<file path="config.mk">
export PLATFORM = sky130hd
export DESIGN_NAME = kmp_substring_matcher_unit
export DESIGN_NICKNAME = d
export VERILOG_FILES = /design/src/sv/kmp_pkg.sv /design/src/sv/kmp_front.sv /design/src/sv/kmp_table.sv /design/src/sv/kmp_back.sv /design/src/sv/kmp_substring_matcher_unit.sv
export SDC_FILE = /design/constraint.sdc
export NUM_CORES = 1
export LEC_CHECK = 0
export BUFFER_PORTS_ARGS = -buffer_cell sky130_fd_sc_hd__clkbuf_2
export CORE_MARGIN = 8
export CORE_UTILIZATION = 60
export DETAILED_ROUTE_END_ITERATION = 7
export GPL_TIMING_DRIVEN = 0
export PLACE_DENSITY = 0.77
export SYNTH_ARGS = -nofsm -noshare
export SYNTH_HDL_FRONTEND = slang
export SYNTH_SLANG_ARGS = --single-unit
</file>
<file path="constraint.sdc">
create_clock -name clk -period 8.2 [get_ports clk]
set_input_delay 1.23 -clock clk [delete_from_list [all_inputs] [get_ports clk]]
set_output_delay 1.23 -clock clk [all_outputs]
set_load 0.005 [all_outputs]
</file>
<file path="src/sv/kmp_pkg.sv">
`timescale 1ns / 1ps
// kmp_pkg: shared types, constants and helpers of the KMP substring matcher.
// No dependencies.
package kmp_pkg;

	localparam int PATTERN_MAX  = 32;
	localparam int IDX_W        = $clog2(PATTERN_MAX);
	localparam int LEN_W        = IDX_W + 1;
	localparam int PATTERN_BITS = PATTERN_MAX * 8;
	localparam int CFG_DATA_W   = 64;
	localparam int CFG_IDX_W    = 3;
	localparam int QUEUE_DEPTH  = 4;
	localparam int QUEUE_AW     = $clog2(QUEUE_DEPTH);

	localparam logic [CFG_IDX_W-1:0] REG_PATTERN_WORD_0 = 3'd0;
	localparam logic [CFG_IDX_W-1:0] REG_PATTERN_WORD_1 = 3'd1;
	localparam logic [CFG_IDX_W-1:0] REG_PATTERN_WORD_2 = 3'd2;
	localparam logic [CFG_IDX_W-1:0] REG_PATTERN_WORD_3 = 3'd3;
	localparam logic [CFG_IDX_W-1:0] REG_PATTERN_LENGTH = 3'd4;

	typedef struct packed {
		logic [7:0] text_byte;
		logic       string_end;
	} kmp_in_t;

	typedef struct packed {
		logic match_here;
		logic found;
		logic last;
	} kmp_out_t;

	typedef struct packed {
		logic             busy;
		logic             clr;
		logic [LEN_W-1:0] len;
		logic [IDX_W-1:0] last_fail;
	} kmp_tbl_status_t;

	typedef struct packed {
		logic [IDX_W-1:0] fail;
		logic [7:0]       pbyte;
	} kmp_tbl_rd_t;

	typedef enum logic {
		TB_IDLE,
		TB_BUILD
	} kmp_tb_state_t;

	function automatic logic [7:0] pat_byte(input logic [PATTERN_BITS-1:0] p,
			input logic [IDX_W-1:0] idx);
		return p[idx*8 +: 8];
	endfunction

endpackage

</file>
<file path="src/sv/kmp_front.sv">
`timescale 1ns / 1ps
// kmp_front: input transfer side, a short queue of text bytes for the engine.
// Depends on kmp_pkg.
module kmp_front (
	input  logic              clk,
	input  logic              arst_n,
	input  logic              in_valid,
	output logic              in_stall,
	input  kmp_pkg::kmp_in_t  in_data,
	output logic              q_valid,
	input  logic              q_pop,
	output kmp_pkg::kmp_in_t  q_data
);
	import kmp_pkg::*;

	kmp_in_t              mem_q [QUEUE_DEPTH];
	logic [QUEUE_AW-1:0]  wr_ptr_q;
	logic [QUEUE_AW-1:0]  rd_ptr_q;
	logic [QUEUE_AW:0]    count_q;
	logic                 push;
	logic                 pop;

	assign in_stall = (count_q == (QUEUE_AW+1)'(QUEUE_DEPTH));
	assign push     = in_valid && !in_stall;
	assign q_valid  = (count_q != '0);
	assign pop      = q_pop && q_valid;
	assign q_data   = mem_q[rd_ptr_q];

	always_ff @(posedge clk) begin
		if (push) begin
			mem_q[wr_ptr_q] <= in_data;
		end
	end

	always_ff @(posedge clk or negedge arst_n) begin
		if (!arst_n) begin
			wr_ptr_q <= '0;
			rd_ptr_q <= '0;
			count_q  <= '0;
		end else begin
			if (push) begin
				wr_ptr_q <= wr_ptr_q + 1'b1;
			end
			if (pop) begin
				rd_ptr_q <= rd_ptr_q + 1'b1;
			end
			case ({push, pop})
				2'b10:   count_q <= count_q + 1'b1;
				2'b01:   count_q <= count_q - 1'b1;
				default: count_q <= count_q;
			endcase
		end
	end

endmodule

</file>
<file path="src/sv/kmp_table.sv">
`timescale 1ns / 1ps
// kmp_table: pattern registers and failure table builder, one step per cycle.
// Depends on kmp_pkg.
module kmp_table (
	input  logic                            clk,
	input  logic                            arst_n,
	input  logic                            cfg_write,
	input  logic [kmp_pkg::CFG_IDX_W-1:0]   cfg_index,
	input  logic [kmp_pkg::CFG_DATA_W-1:0]  cfg_data,
	input  logic [kmp_pkg::IDX_W-1:0]       rd_idx,
	output kmp_pkg::kmp_tbl_rd_t            rd,
	output kmp_pkg::kmp_tbl_status_t        status
);
	import kmp_pkg::*;

	kmp_tb_state_t           state_q;
	kmp_tb_state_t           state_d;
	logic [PATTERN_BITS-1:0] pat_q;
	logic [LEN_W-1:0]        len_q;
	logic [LEN_W-1:0]        len_new;
	logic [IDX_W-1:0]        fail_q [PATTERN_MAX];
	logic [IDX_W-1:0]        last_fail_q;
	logic [IDX_W-1:0]        i_q;
	logic [IDX_W-1:0]        k_q;
	logic [IDX_W-1:0]        fail_addr;
	logic [IDX_W-1:0]        fail_rd;
	logic [IDX_W-1:0]        k_next;
	logic                    start;
	logic                    eq;
	logic                    back_off;
	logic                    at_end;
	logic                    last_step;

	assign start = cfg_write && (cfg_index <= REG_PATTERN_LENGTH);

	always_comb begin
		if (cfg_data[LEN_W-1:0] == '0) begin
			len_new = LEN_W'(1);
		end else if (cfg_data[LEN_W-1:0] > LEN_W'(PATTERN_MAX)) begin
			len_new = LEN_W'(PATTERN_MAX);
		end else begin
			len_new = cfg_data[LEN_W-1:0];
		end
	end

	// rd.pbyte is the pattern byte at rd_idx, rd.fail the entry below it while idle
	assign fail_addr = (state_q == TB_BUILD) ? IDX_W'(k_q - 1'b1) : IDX_W'(rd_idx - 1'b1);
	assign fail_rd   = fail_q[fail_addr];
	assign rd.fail   = fail_rd;
	assign rd.pbyte  = pat_byte(pat_q, rd_idx);

	assign eq        = (pat_byte(pat_q, k_q) == pat_byte(pat_q, i_q));
	assign back_off  = (k_q != '0) && !eq;
	assign k_next    = k_q + IDX_W'(eq);
	assign at_end    = ({1'b0, i_q} >= len_q);
	assign last_step = ({1'b0, i_q} == LEN_W'(len_q - 1'b1));

	always_comb begin
		state_d = state_q;
		case (state_q)
			TB_IDLE: begin
				if (start) begin
					state_d = TB_BUILD;
				end
			end
			TB_BUILD: begin
				if (start) begin
					state_d = TB_BUILD;
				end else if (at_end || (!back_off && last_step)) begin
					state_d = TB_IDLE;
				end
			end
			default: state_d = TB_IDLE;
		endcase
	end

	always_ff @(posedge clk or negedge arst_n) begin
		if (!arst_n) begin
			state_q <= TB_IDLE;
		end else begin
			state_q <= state_d;
		end
	end

	always_ff @(posedge clk or negedge arst_n) begin
		if (!arst_n) begin
			pat_q       <= '0;
			len_q       <= LEN_W'(1);
			last_fail_q <= '0;
			i_q         <= IDX_W'(1);
			k_q         <= '0;
		end else if (start) begin
			case (cfg_index)
				REG_PATTERN_WORD_0: pat_q[0*CFG_DATA_W +: CFG_DATA_W] <= cfg_data;
				REG_PATTERN_WORD_1: pat_q[1*CFG_DATA_W +: CFG_DATA_W] <= cfg_data;
				REG_PATTERN_WORD_2: pat_q[2*CFG_DATA_W +: CFG_DATA_W] <= cfg_data;
				REG_PATTERN_WORD_3: pat_q[3*CFG_DATA_W +: CFG_DATA_W] <= cfg_data;
				REG_PATTERN_LENGTH: len_q <= len_new;
				default:            len_q <= len_q;
			endcase
			i_q <= IDX_W'(1);
			k_q <= '0;
		end else if (state_q == TB_BUILD) begin
			if (at_end) begin
				last_fail_q <= '0;
			end else if (back_off) begin
				k_q <= fail_rd;
			end else begin
				k_q <= k_next;
				i_q <= i_q + 1'b1;
				if (last_step) begin
					last_fail_q <= k_next;
				end
			end
		end
	end

	always_ff @(posedge clk) begin
		if (start) begin
			fail_q[0] <= '0;
		end else if (state_q == TB_BUILD && !at_end && !back_off) begin
			fail_q[i_q] <= k_next;
		end
	end

	assign status.busy      = (state_q == TB_BUILD);
	assign status.clr       = start;
	assign status.len       = len_q;
	assign status.last_fail = last_fail_q;

endmodule

</file>
<file path="src/sv/kmp_back.sv">
`timescale 1ns / 1ps
// kmp_back: match engine and output register; one compare or fallback per cycle
// while a byte is held and the output is not stalled. Depends on kmp_pkg.
module kmp_back (
	input  logic                       clk,
	input  logic                       arst_n,
	input  logic                       q_valid,
	output logic                       q_pop,
	input  kmp_pkg::kmp_in_t           q_data,
	input  kmp_pkg::kmp_tbl_status_t   status,
	output logic [kmp_pkg::IDX_W-1:0]  rd_idx,
	input  kmp_pkg::kmp_tbl_rd_t       rd,
	output logic                       out_valid,
	input  logic                       out_stall,
	output kmp_pkg::kmp_out_t          out_data
);
	import kmp_pkg::*;

	kmp_in_t           cur_q;
	logic              busy_q;
	logic [LEN_W-1:0]  v_q;
	logic              found_q;
	logic              out_valid_q;
	kmp_out_t          out_q;
	logic [LEN_W-1:0]  v_eff;
	logic [LEN_W-1:0]  v_inc;
	logic [LEN_W-1:0]  v_new;
	logic              eq;
	logic              fallback;
	logic              hit;
	logic              out_free;
	logic              finish;

	assign v_eff    = (v_q >= status.len) ? '0 : v_q;
	assign rd_idx   = IDX_W'(v_eff);
	assign eq       = (rd.pbyte == cur_q.text_byte);
	assign fallback = (v_eff != '0) && !eq;
	assign v_inc    = v_eff + LEN_W'(eq);
	assign hit      = (v_inc >= status.len);
	assign v_new    = hit ? {1'b0, status.last_fail} : v_inc;

	assign out_free = !out_valid_q || !out_stall;
	assign finish   = busy_q && !fallback && out_free;
	assign q_pop    = q_valid && !status.busy && (!busy_q || finish);

	always_ff @(posedge clk) begin
		if (q_pop) begin
			cur_q <= q_data;
		end
		if (finish) begin
			out_q.match_here <= hit;
			out_q.found      <= found_q || hit;
			out_q.last       <= cur_q.string_end;
		end
	end

	always_ff @(posedge clk or negedge arst_n) begin
		if (!arst_n) begin
			busy_q      <= 1'b0;
			v_q         <= '0;
			found_q     <= 1'b0;
			out_valid_q <= 1'b0;
		end else begin
			if (q_pop) begin
				busy_q <= 1'b1;
			end else if (finish) begin
				busy_q <= 1'b0;
			end
			if (finish) begin
				out_valid_q <= 1'b1;
			end else if (!out_stall) begin
				out_valid_q <= 1'b0;
			end
			if (status.clr) begin
				v_q     <= '0;
				found_q <= 1'b0;
			end else if (busy_q && fallback) begin
				v_q <= {1'b0, rd.fail};
			end else if (finish) begin
				v_q     <= cur_q.string_end ? '0 : v_new;
				found_q <= cur_q.string_end ? 1'b0 : (found_q || hit);
			end
		end
	end

	assign out_valid = out_valid_q;
	assign out_data  = out_q;

endmodule

</file>
<file path="src/sv/kmp_substring_matcher_unit.sv">
`timescale 1ns / 1ps
// kmp_substring_matcher_unit: top level of the streamed KMP substring matcher.
// Depends on kmp_pkg, kmp_front, kmp_table and kmp_back.
//
// Searches byte streams for a pattern of 1 to 32 bytes and returns one result per
// byte: match_here when the pattern ends on that byte (overlapping hits included),
// found once it has occurred in the current string, and last echoing string_end,
// after which the match state clears. A byte takes a compare in the match engine
// plus a failure-table fallback for each retry after a mismatch; fallbacks never
// outnumber the bytes that advanced the match. A four-entry input queue and an
// output register let both sides stall freely. Every write to a valid register
// index resets the match state and rebuilds the failure table; bytes sent
// meanwhile wait in the queue until the build is done.
module kmp_substring_matcher_unit (
	input  logic                            clk,
	input  logic                            arst_n,
	input  logic                            cfg_write,
	input  logic [kmp_pkg::CFG_IDX_W-1:0]   cfg_index,
	input  logic [kmp_pkg::CFG_DATA_W-1:0]  cfg_data,
	input  logic                            in_valid,
	output logic                            in_stall,
	input  kmp_pkg::kmp_in_t                in_data,
	output logic                            out_valid,
	input  logic                            out_stall,
	output kmp_pkg::kmp_out_t               out_data
);
	import kmp_pkg::*;

	logic             q_valid;
	logic             q_pop;
	kmp_in_t          q_data;
	logic [IDX_W-1:0] rd_idx;
	kmp_tbl_rd_t      rd;
	kmp_tbl_status_t  status;

	kmp_front u_front (
		.clk      (clk),
		.arst_n   (arst_n),
		.in_valid (in_valid),
		.in_stall (in_stall),
		.in_data  (in_data),
		.q_valid  (q_valid),
		.q_pop    (q_pop),
		.q_data   (q_data)
	);

	kmp_table u_table (
		.clk       (clk),
		.arst_n    (arst_n),
		.cfg_write (cfg_write),
		.cfg_index (cfg_index),
		.cfg_data  (cfg_data),
		.rd_idx    (rd_idx),
		.rd        (rd),
		.status    (status)
	);

	kmp_back u_back (
		.clk       (clk),
		.arst_n    (arst_n),
		.q_valid   (q_valid),
		.q_pop     (q_pop),
		.q_data    (q_data),
		.status    (status),
		.rd_idx    (rd_idx),
		.rd        (rd),
		.out_valid (out_valid),
		.out_stall (out_stall),
		.out_data  (out_data)
	);

endmodule

</file>
==> results of run 1 <==
## per-stage QoR
step	total power, mW	area (um2)	instances
2_1_floorplan	6.38	27400	1963
3_3_place_gp	7.95	28600	2647
3_5_place_dp	8.06	28700	2653
4_1_cts	10.6	30500	2746
5_1_grt	11.1	30500	2747
6_report	10.8	30500	2748
## per-layer routing
metal	track usage [%]	vias to the layer above	wire [um]
li1	-	7966	-
met1	55.7	10600	40400
met4	15.8	4	5000
met3	14.5	311	15900
met5	0	-	26
met2	54.2	1790	43100
## critical path, delay by kind of cell (launching register included)
kind	cells	cell delay [ps]
xor+xnor	1	250
fa+ha+maj	4	1090
buf+inv	5	1760
simple gates	8	1180
compound gates	9	2390
flops	1	470
mux	2	680
## power breakdown
| part | internal (mW) | switching (mW) |
|---|---|---|
| clock | 1.47 | 1.02 |
| sequential | 3.08 | 0.542 |
| combinational | 1.92 | 2.81 |
| total | 6.47 | 4.37 |
## synth_stat cells (4+ instances only)
cell type | number | area share (%)
mux4_2 | 186 | 15
a221o_1 | 6 | 0.22
buf_6 | 9 | 0.37
nand2_1 | 83 | 1.1
or2_2 | 4 | 0.091
or3_1 | 8 | 0.18
nor2b_1 | 21 | 0.48
nor3_1 | 12 | 0.22
a31oi_1 | 6 | 0.14
dfrtp_1 | 292 | 27
inv_1 | 30 | 0.41
ha_1 | 29 | 1.3
a211oi_1 | 27 | 0.74
nand2b_1 | 11 | 0.25
nor2_1 | 101 | 1.4
buf_2 | 36 | 0.66
and2_1 | 14 | 0.32
mux2_4 | 5 | 0.27
mux2_2 | 280 | 12
o31ai_1 | 5 | 0.14
o211ai_1 | 14 | 0.38
mux2i_1 | 104 | 3.8
o22ai_1 | 14 | 0.32
xor2_1 | 16 | 0.51
edfxtp_1 | 208 | 23
a22oi_1 | 11 | 0.30
o2bb2ai_1 | 4 | 0.13
and3_1 | 8 | 0.18
o32ai_1 | 9 | 0.29
nand3_1 | 17 | 0.31
clkbuf_1 | 60 | 0.82
a21o_1 | 12 | 0.33
o21ai_1 | 6 | 0.11
o21ai_0 | 52 | 0.95
buf_4 | 16 | 0.44
a211o_1 | 5 | 0.16
a221oi_1 | 11 | 0.35
xnor2_1 | 20 | 0.64
o221ai_1 | 18 | 0.58
a21oi_1 | 97 | 1.8
buf_1 | 19 | 0.26
## area by class of cell
cell class	instances	share of cell area [%]
diodes	1	0.00821
plain buffers	140	2.29
clock buffers	63	4.61
clock inverters	30	1.21
inverters	34	0.423
multi-input cells	1287	42.6
flip-flops and latches	502	44.6
well taps	600	2.46
repair buffers	91	1.80
## worst max-delay path by stage
| stage | start | end | slack, ps | depth (start not counted) |
|---|---|---|---|---|
| detailed placement | u_table.len_q[5] | u_back.v_q[4] | 280 | 29 |
| floorplan | u_table.len_q[0] | u_back.v_q[1] | 2420 | 25 |
| finish | u_table.len_q[5] | u_back.v_q[4] | 220 | 29 |
| CTS | u_table.len_q[5] | u_back.v_q[4] | 230 | 29 |
| global placement | arst_n | u_table.len_q[1] | -170 | 1 |
| global route | u_table.len_q[5] | u_back.v_q[4] | 60 | 29 |
## state kept, by name, summed over array words and instances (netlist names), 5 cells and up
register	count
u_table.len_q	6
u_table.fail_q	160
u_back.cur_q	9
u_table.pat_q	256
u_table.i_q	5
u_back.v_q	6
u_table.k_q	5
u_front.mem_q	36
u_table.last_fail_q	5
## what timing repair did
action / in CTS / in global routing
endpoints found under the setup margin: 0 / 6
setup buffers: 0 / 0
gates resized for setup: 0 / 2
## logic make-up after synthesis
family / share of synthesized area (%)
multiplexers: 30.9
flip-flops: 49.7
AO/OA/AOI/OAI: 8.55
AND/OR/NAND/NOR: 5.34
buffers and inverters: 3.02
XOR/XNOR: 1.15
adder cells (fa/ha/maj): 1.40
==> impl_metrics.py, run 1 <==
metrics = {
    "setup_path": {
        "slowest_delay_ps": 520,
        "r2r_start": "u_table.len_q[5]",
        "r2r_slack_ps": 220,
        "r2r_cells": 29,
        "cp_data_arrival_time_ps": 8450,
        "reg2reg_to": "u_back.v_q[4]",
        "path_max_fanout": 10,
        "worstSetupPathType": "reg2reg",
        "critPathSlowestCell": "o21ai_1",
        "critPathLaunchType": "register",
        "crit_required_ps": 8670,
        "end_kind": "register",
    },
    "clock_network": {
        "root_buffer": "clkbuf_16",
        "cts_buffers": 50,
        "clk_path_buf_depth": 3,
        "clk_pin_slew_ps": 60,
        "htreeDepth": 2,
        "cts.sinks": 502,
        "clk_latency_ps": 600,
        "cts_tree": "done",
        "postCtsHoldBufs": 0,
    },
    "hold_path": {
        "holdPathEnd": "u_front.count_q[0]",
        "hp-class": "reg2reg",
        "hold_start": "u_front.count_q[0]",
        "min_delay_path_depth": 1,
    },
    "logic_synthesis": {
        "netlist_area_um2": 27400,
        "ys_seq_elements": 502,
        "async_flop_share_pct": 58.6,
        "synth_cells": 1963,
        "ys_warn_count": 0,
        "syn_nets": 2074,
        "yosysSeqAreaShare_pct": 49.7,
        "synth_edf_count": 208,
        "synth_area_per_cell_um2": 14.0,
        "yosys.cell_types.count": 90,
        "synth_ff_type": "dfrtp_1",
    },
    "status": {
        "violations": "capacitance limit, slew limit",
        "status": "finished with violations",
    },
    "layout": {
        "area_delta_synth_final_pct": 11.3,
        "most-common-layout-cells": "292 x dfrtp_1, 280 x mux2_2, 208 x edfxtp_1",
        "utilization_pct": 67.5,
        "final_nets": 2217,
        "drive_gt1_share_pct": 34.5,
        "fill_cells": 3074,
        "multi_input_area_um2": 13000,
        "seq_area_um2": 13600,
        "final_common_cell": "dfrtp_1",
    },
    "timing": {
        "skew_ps": 17.7,
        "slew_headroom_pct": -0.433,
        "max_freq_mhz": 125,
        "period_needed_ps": 7980,
        "finalMaxSlewViolations": 11,
        "holdWs_ps": 507,
        "finalSetupTns_ps": 0,
        "worst_pin_slew_ps": 1510,
        "setup-violations-final": 0,
        "hold_viol_final": 0,
        "fin_crit_sh_pct": 97.3,
        "rsz0062_at_grt": "false",
        "fin_ws_ps": 223,
    },
    "die": {
        "dieWidth_um": 230,
        "start_util_pct": 60.6,
        "die_area_um2": 52800,
        "rows": 78,
        "die_h_um": 230,
        "coreArea_um2": 45200,
        "io_pins": 86,
    },
    "global_routing": {
        "grt-ovfl-total": 0,
        "grt_max_degree": 125,
        "track_usage_pct": 39.2,
        "grt_pass1_vias": 20100,
        "antenna_found_initial": 3,
        "grt_pass1_wl_um": 148000,
    },
    "drt": {
        "drt_iter0_drc": 3139,
        "routed_wl_um": 104000,
        "avgRoutedWirePerCell_um": 38.0,
        "final_antenna_net_count": 0,
        "dr.pass1.iters": 6,
        "vias": 20600,
        "drc": 0,
        "viasPerCell": 7.51,
    },
    "pwr": {
        "ir_drop_v": 0.000258,
        "leakage_nw": 11.6,
        "power-per-cell-area_nw_per_um2": 356,
    },
    "place": {
        "place.gp.congestion": 1.05,
        "dp_slack_ps": 285,
        "io_buffers": 84,
        "hpwl_um": 74900,
    },
    "job": {
        "cap_violations": 1,
    },
}
Power figures use the tool's default switching activity.
==> run 2: changes to the inputs <==
--- a/config.mk
+++ b/config.mk
@@ -7,10 +7,12 @@
 export LEC_CHECK = 0
 export BUFFER_PORTS_ARGS = -buffer_cell sky130_fd_sc_hd__clkbuf_2
 export CORE_MARGIN = 8
-export CORE_UTILIZATION = 60
+export CORE_UTILIZATION = 57
 export DETAILED_ROUTE_END_ITERATION = 7
 export GPL_TIMING_DRIVEN = 0
 export PLACE_DENSITY = 0.77
+export RECOVER_POWER = 50
 export SYNTH_ARGS = -nofsm -noshare
 export SYNTH_HDL_FRONTEND = slang
 export SYNTH_SLANG_ARGS = --single-unit
+export TNS_END_PERCENT = 100
==> constraint.sdc (replaced) <==
create_clock -name clk -period 6.7 [get_ports clk]
set_input_delay 1.005 -clock clk [delete_from_list [all_inputs] [get_ports clk]]
set_output_delay 1.005 -clock clk [all_outputs]
set_load 0.005 [all_outputs]
==> run 2 against run 1 <==
  * The flow still finishes with violations (capacitance limit, slew limit)
  * Routed wire length down 3.2%
  * Final area up 1.2%
  * Clock-buffer cell count up 6
  * Worst setup slack worse by 150 ps
  * Critical path depth down 3
  * First-iteration DRC count down 9.5%
  * Sequential cell count unchanged
  * Register-to-register slack worse by 150 ps
  * Die area up 4.9%
  * Utilization down 2.6 points
  * Clock skew up 2.2 ps
==> impl_metrics.py, run 2 (synthesized netlist as in run 1, its figures left out) <==
metrics = {
    "drt": {
        "vias": 20100,
        "routed_wl_um": 101000,
        "drt_iter0_drc": 2841,
        "viasPerCell": 7.25,
        "dr.pass1.iters": 6,
        "final_antenna_net_count": 0,
        "avgRoutedWirePerCell_um": 36.4,
        "drc": 0,
    },
    "pwr": {
        "p_switching_mw": 5.33,
        "seq_power_share_pct": 33.4,
        "power-per-cell-area_nw_per_um2": 431,
        "switching_share_pct": 40.1,
        "ir_drop_v": 0.000275,
        "combPwrFrac_pct": 44.3,
        "intPower_mw": 7.97,
        "leakage_nw": 11.6,
        "clkPwrFrac_pct": 22.3,
        "p_total_mw": 13.3,
    },
    "timing": {
        "worst_pin_slew_ps": 2740,
        "period_needed_ps": 6630,
        "skew_ps": 19.9,
        "max_freq_mhz": 151,
        "fin_crit_sh_pct": 99.0,
        "slew_headroom_pct": -82.7,
        "hold_viol_final": 0,
        "finalMaxSlewViolations": 311,
        "setup-violations-final": 0,
    },
    "clock_network": {
        "clk_latency_ps": 640,
        "clk_path_buf_depth": 3,
        "clk_pin_slew_ps": 70,
        "cts.sinks": 502,
        "root_buffer": "clkbuf_16",
        "postCtsHoldBufs": 0,
        "htreeDepth": 2,
        "cts_buffers": 51,
        "cts_tree": "done",
    },
    "setup_path": {
        "path_max_fanout": 10,
        "r2r_slack_ps": 70,
        "startpoint": "u_back.v_q[1]",
        "reg2reg_to": "u_back.v_q[3]",
        "end_kind": "register",
        "r2r_cells": 26,
        "critPathLaunchType": "register",
        "r2r_start": "u_back.v_q[1]",
        "crit_required_ps": 7210,
        "cp_data_arrival_time_ps": 7140,
        "worstSetupPathType": "reg2reg",
    },
    "layout": {
        "seq_area_um2": 13600,
        "fill_cells": 3411,
        "final_common_cell": "dfrtp_1",
        "most-common-layout-cells": "288 x dfrtp_1, 280 x mux2_2, 208 x edfxtp_1",
        "diodes": 0,
        "final_nets": 2235,
        "area_delta_synth_final_pct": 12.6,
        "drive_gt1_share_pct": 36.4,
        "reg.largest.list": "u_table.pat_q x256, u_table.fail_q x160, u_front.mem_q x36",
        "largest_reg_flops": 256,
        "instances_no_fill": 2778,
        "top_register": "u_table.pat_q",
        "fin_area_um2": 30900,
        "utilization_pct": 64.9,
        "multi_input_area_um2": 13200,
    },
    "global_routing": {
        "track_usage_pct": 35.9,
        "grt_max_degree": 102,
        "grt.met1_usage_pct": 51.0,
        "grtUsageMet3_pct": 14.6,
        "grt_pass1_wl_um": 143000,
        "grt_pass1_vias": 19700,
        "antenna_found_initial": 2,
        "grt-ovfl-total": 0,
        "grt.busiest_layer": "met1",
        "grtUsageMet2_pct": 49.0,
    },
    "status": {
        "status": "finished with violations",
        "violations": "capacitance limit, slew limit",
    },
    "hold_path": {
        "min_delay_path_depth": 1,
        "hp-class": "reg2reg",
        "hold_start": "u_front.count_q[2]",
        "holdPathEnd": "u_front.count_q[2]",
    },
    "die": {
        "start_util_pct": 57.6,
        "rows": 80,
        "die_h_um": 235,
        "dieWidth_um": 235,
        "io_pins": 86,
        "die_area_um2": 55300,
        "coreArea_um2": 47500,
    },
    "place": {
        "hpwl_um": 74500,
        "place.gp.congestion": 1.06,
        "io_buffers": 84,
        "placed_cells": 2669,
        "placed_cell_area_um2": 28700,
    },
    "job": {
        "cap_violations": 5,
    },
}
==> run 2: critical path, cell delays in order, from the launching register on <==
cell and delay, ps:
dfrtp_1 360, buf_2 360, buf_4 370, clkbuf_4 370
a21oi_1 110, a211oi_1 180, o21ai_0 330, a222oi_1 680
o22ai_2 270, mux2i_1 200, nand3_1 100, o32ai_2 280
nand4_2 150, nor2_2 140, ha_1 180, ha_1 260
ha_1 280, a21o_1 160, a21oi_1 150, nor2b_1 60
o21ai_0 170, nand2b_1 120, a21oi_4 270, mux2_2 380
a22oi_1 200, nor2_1 80, mux2_4 300
==> run 2: what timing repair did <==
action / in CTS / in global routing
endpoints found under the setup margin: 9 / 11
hold endpoints to repair: 0 / 0
gates cloned: 0 / 1
pin swaps: 10 / 16
gates resized for setup: 41 / 61
buffers inserted: 7 / 10
==> run 2: per-stage QoR <==
stage | setup WS (ps) | TNS (ps) | hold WS (ps)
5_1_grt | -15.0 | -21.3 | 510
3_5_place_dp | -1180 | -8190 | 484
4_1_cts | 0.573 | 0 | 294
6_report | 68.2 | 0 | 493
3_3_place_gp | -1600 | -449000 | 473
2_1_floorplan | 917 | 0 | 449
==> run 2: worst max-delay path by stage <==
| stage | endpoint | cells past startpoint |
|---|---|---|
| after global routing | u_back.v_q[4] | 28 |
| final | u_back.v_q[3] | 26 |
| after detailed placement | u_back.v_q[3] | 29 |
| after CTS | u_back.v_q[3] | 29 |
| after floorplan | u_back.v_q[1] | 25 |
| after global placement | u_back.v_q[1] | 25 |
==> run 2: final cells by class <==
| type | instances | area share [%] |
|---|---|---|
| multi-input combinational | 1287 | 42.9 |
| timing repair buffer | 109 | 1.98 |
| tap | 615 | 2.49 |
| clock inverter | 23 | 1.01 |
| buffer | 139 | 2.51 |
| sequential | 502 | 44.1 |
| inverter | 34 | 0.438 |
| clock buffer | 69 | 4.60 |
==> run 2: power by group through the flow <==
| stage | clock (mW) | combinational (mW) | sequential, mW |
|---|---|---|---|
| 5_1_grt | 3.09 | 6.08 | 4.46 |
| 2_1_floorplan | 0 | 3.68 | 4.12 |
| 3_3_place_gp | 0 | 5.34 | 4.39 |
| 6_report | 2.97 | 5.89 | 4.44 |
| 3_5_place_dp | 0 | 5.41 | 4.42 |
| 4_1_cts | 2.99 | 5.56 | 4.37 |
==> run 2: per-layer routing <==
layer | part of all wire, % | up-vias
met5 | 0.013 | -
met4 | 4.6 | 2
met3 | 15 | 255
met2 | 40 | 1573
met1 | 40 | 10300
li1 | - | 7998
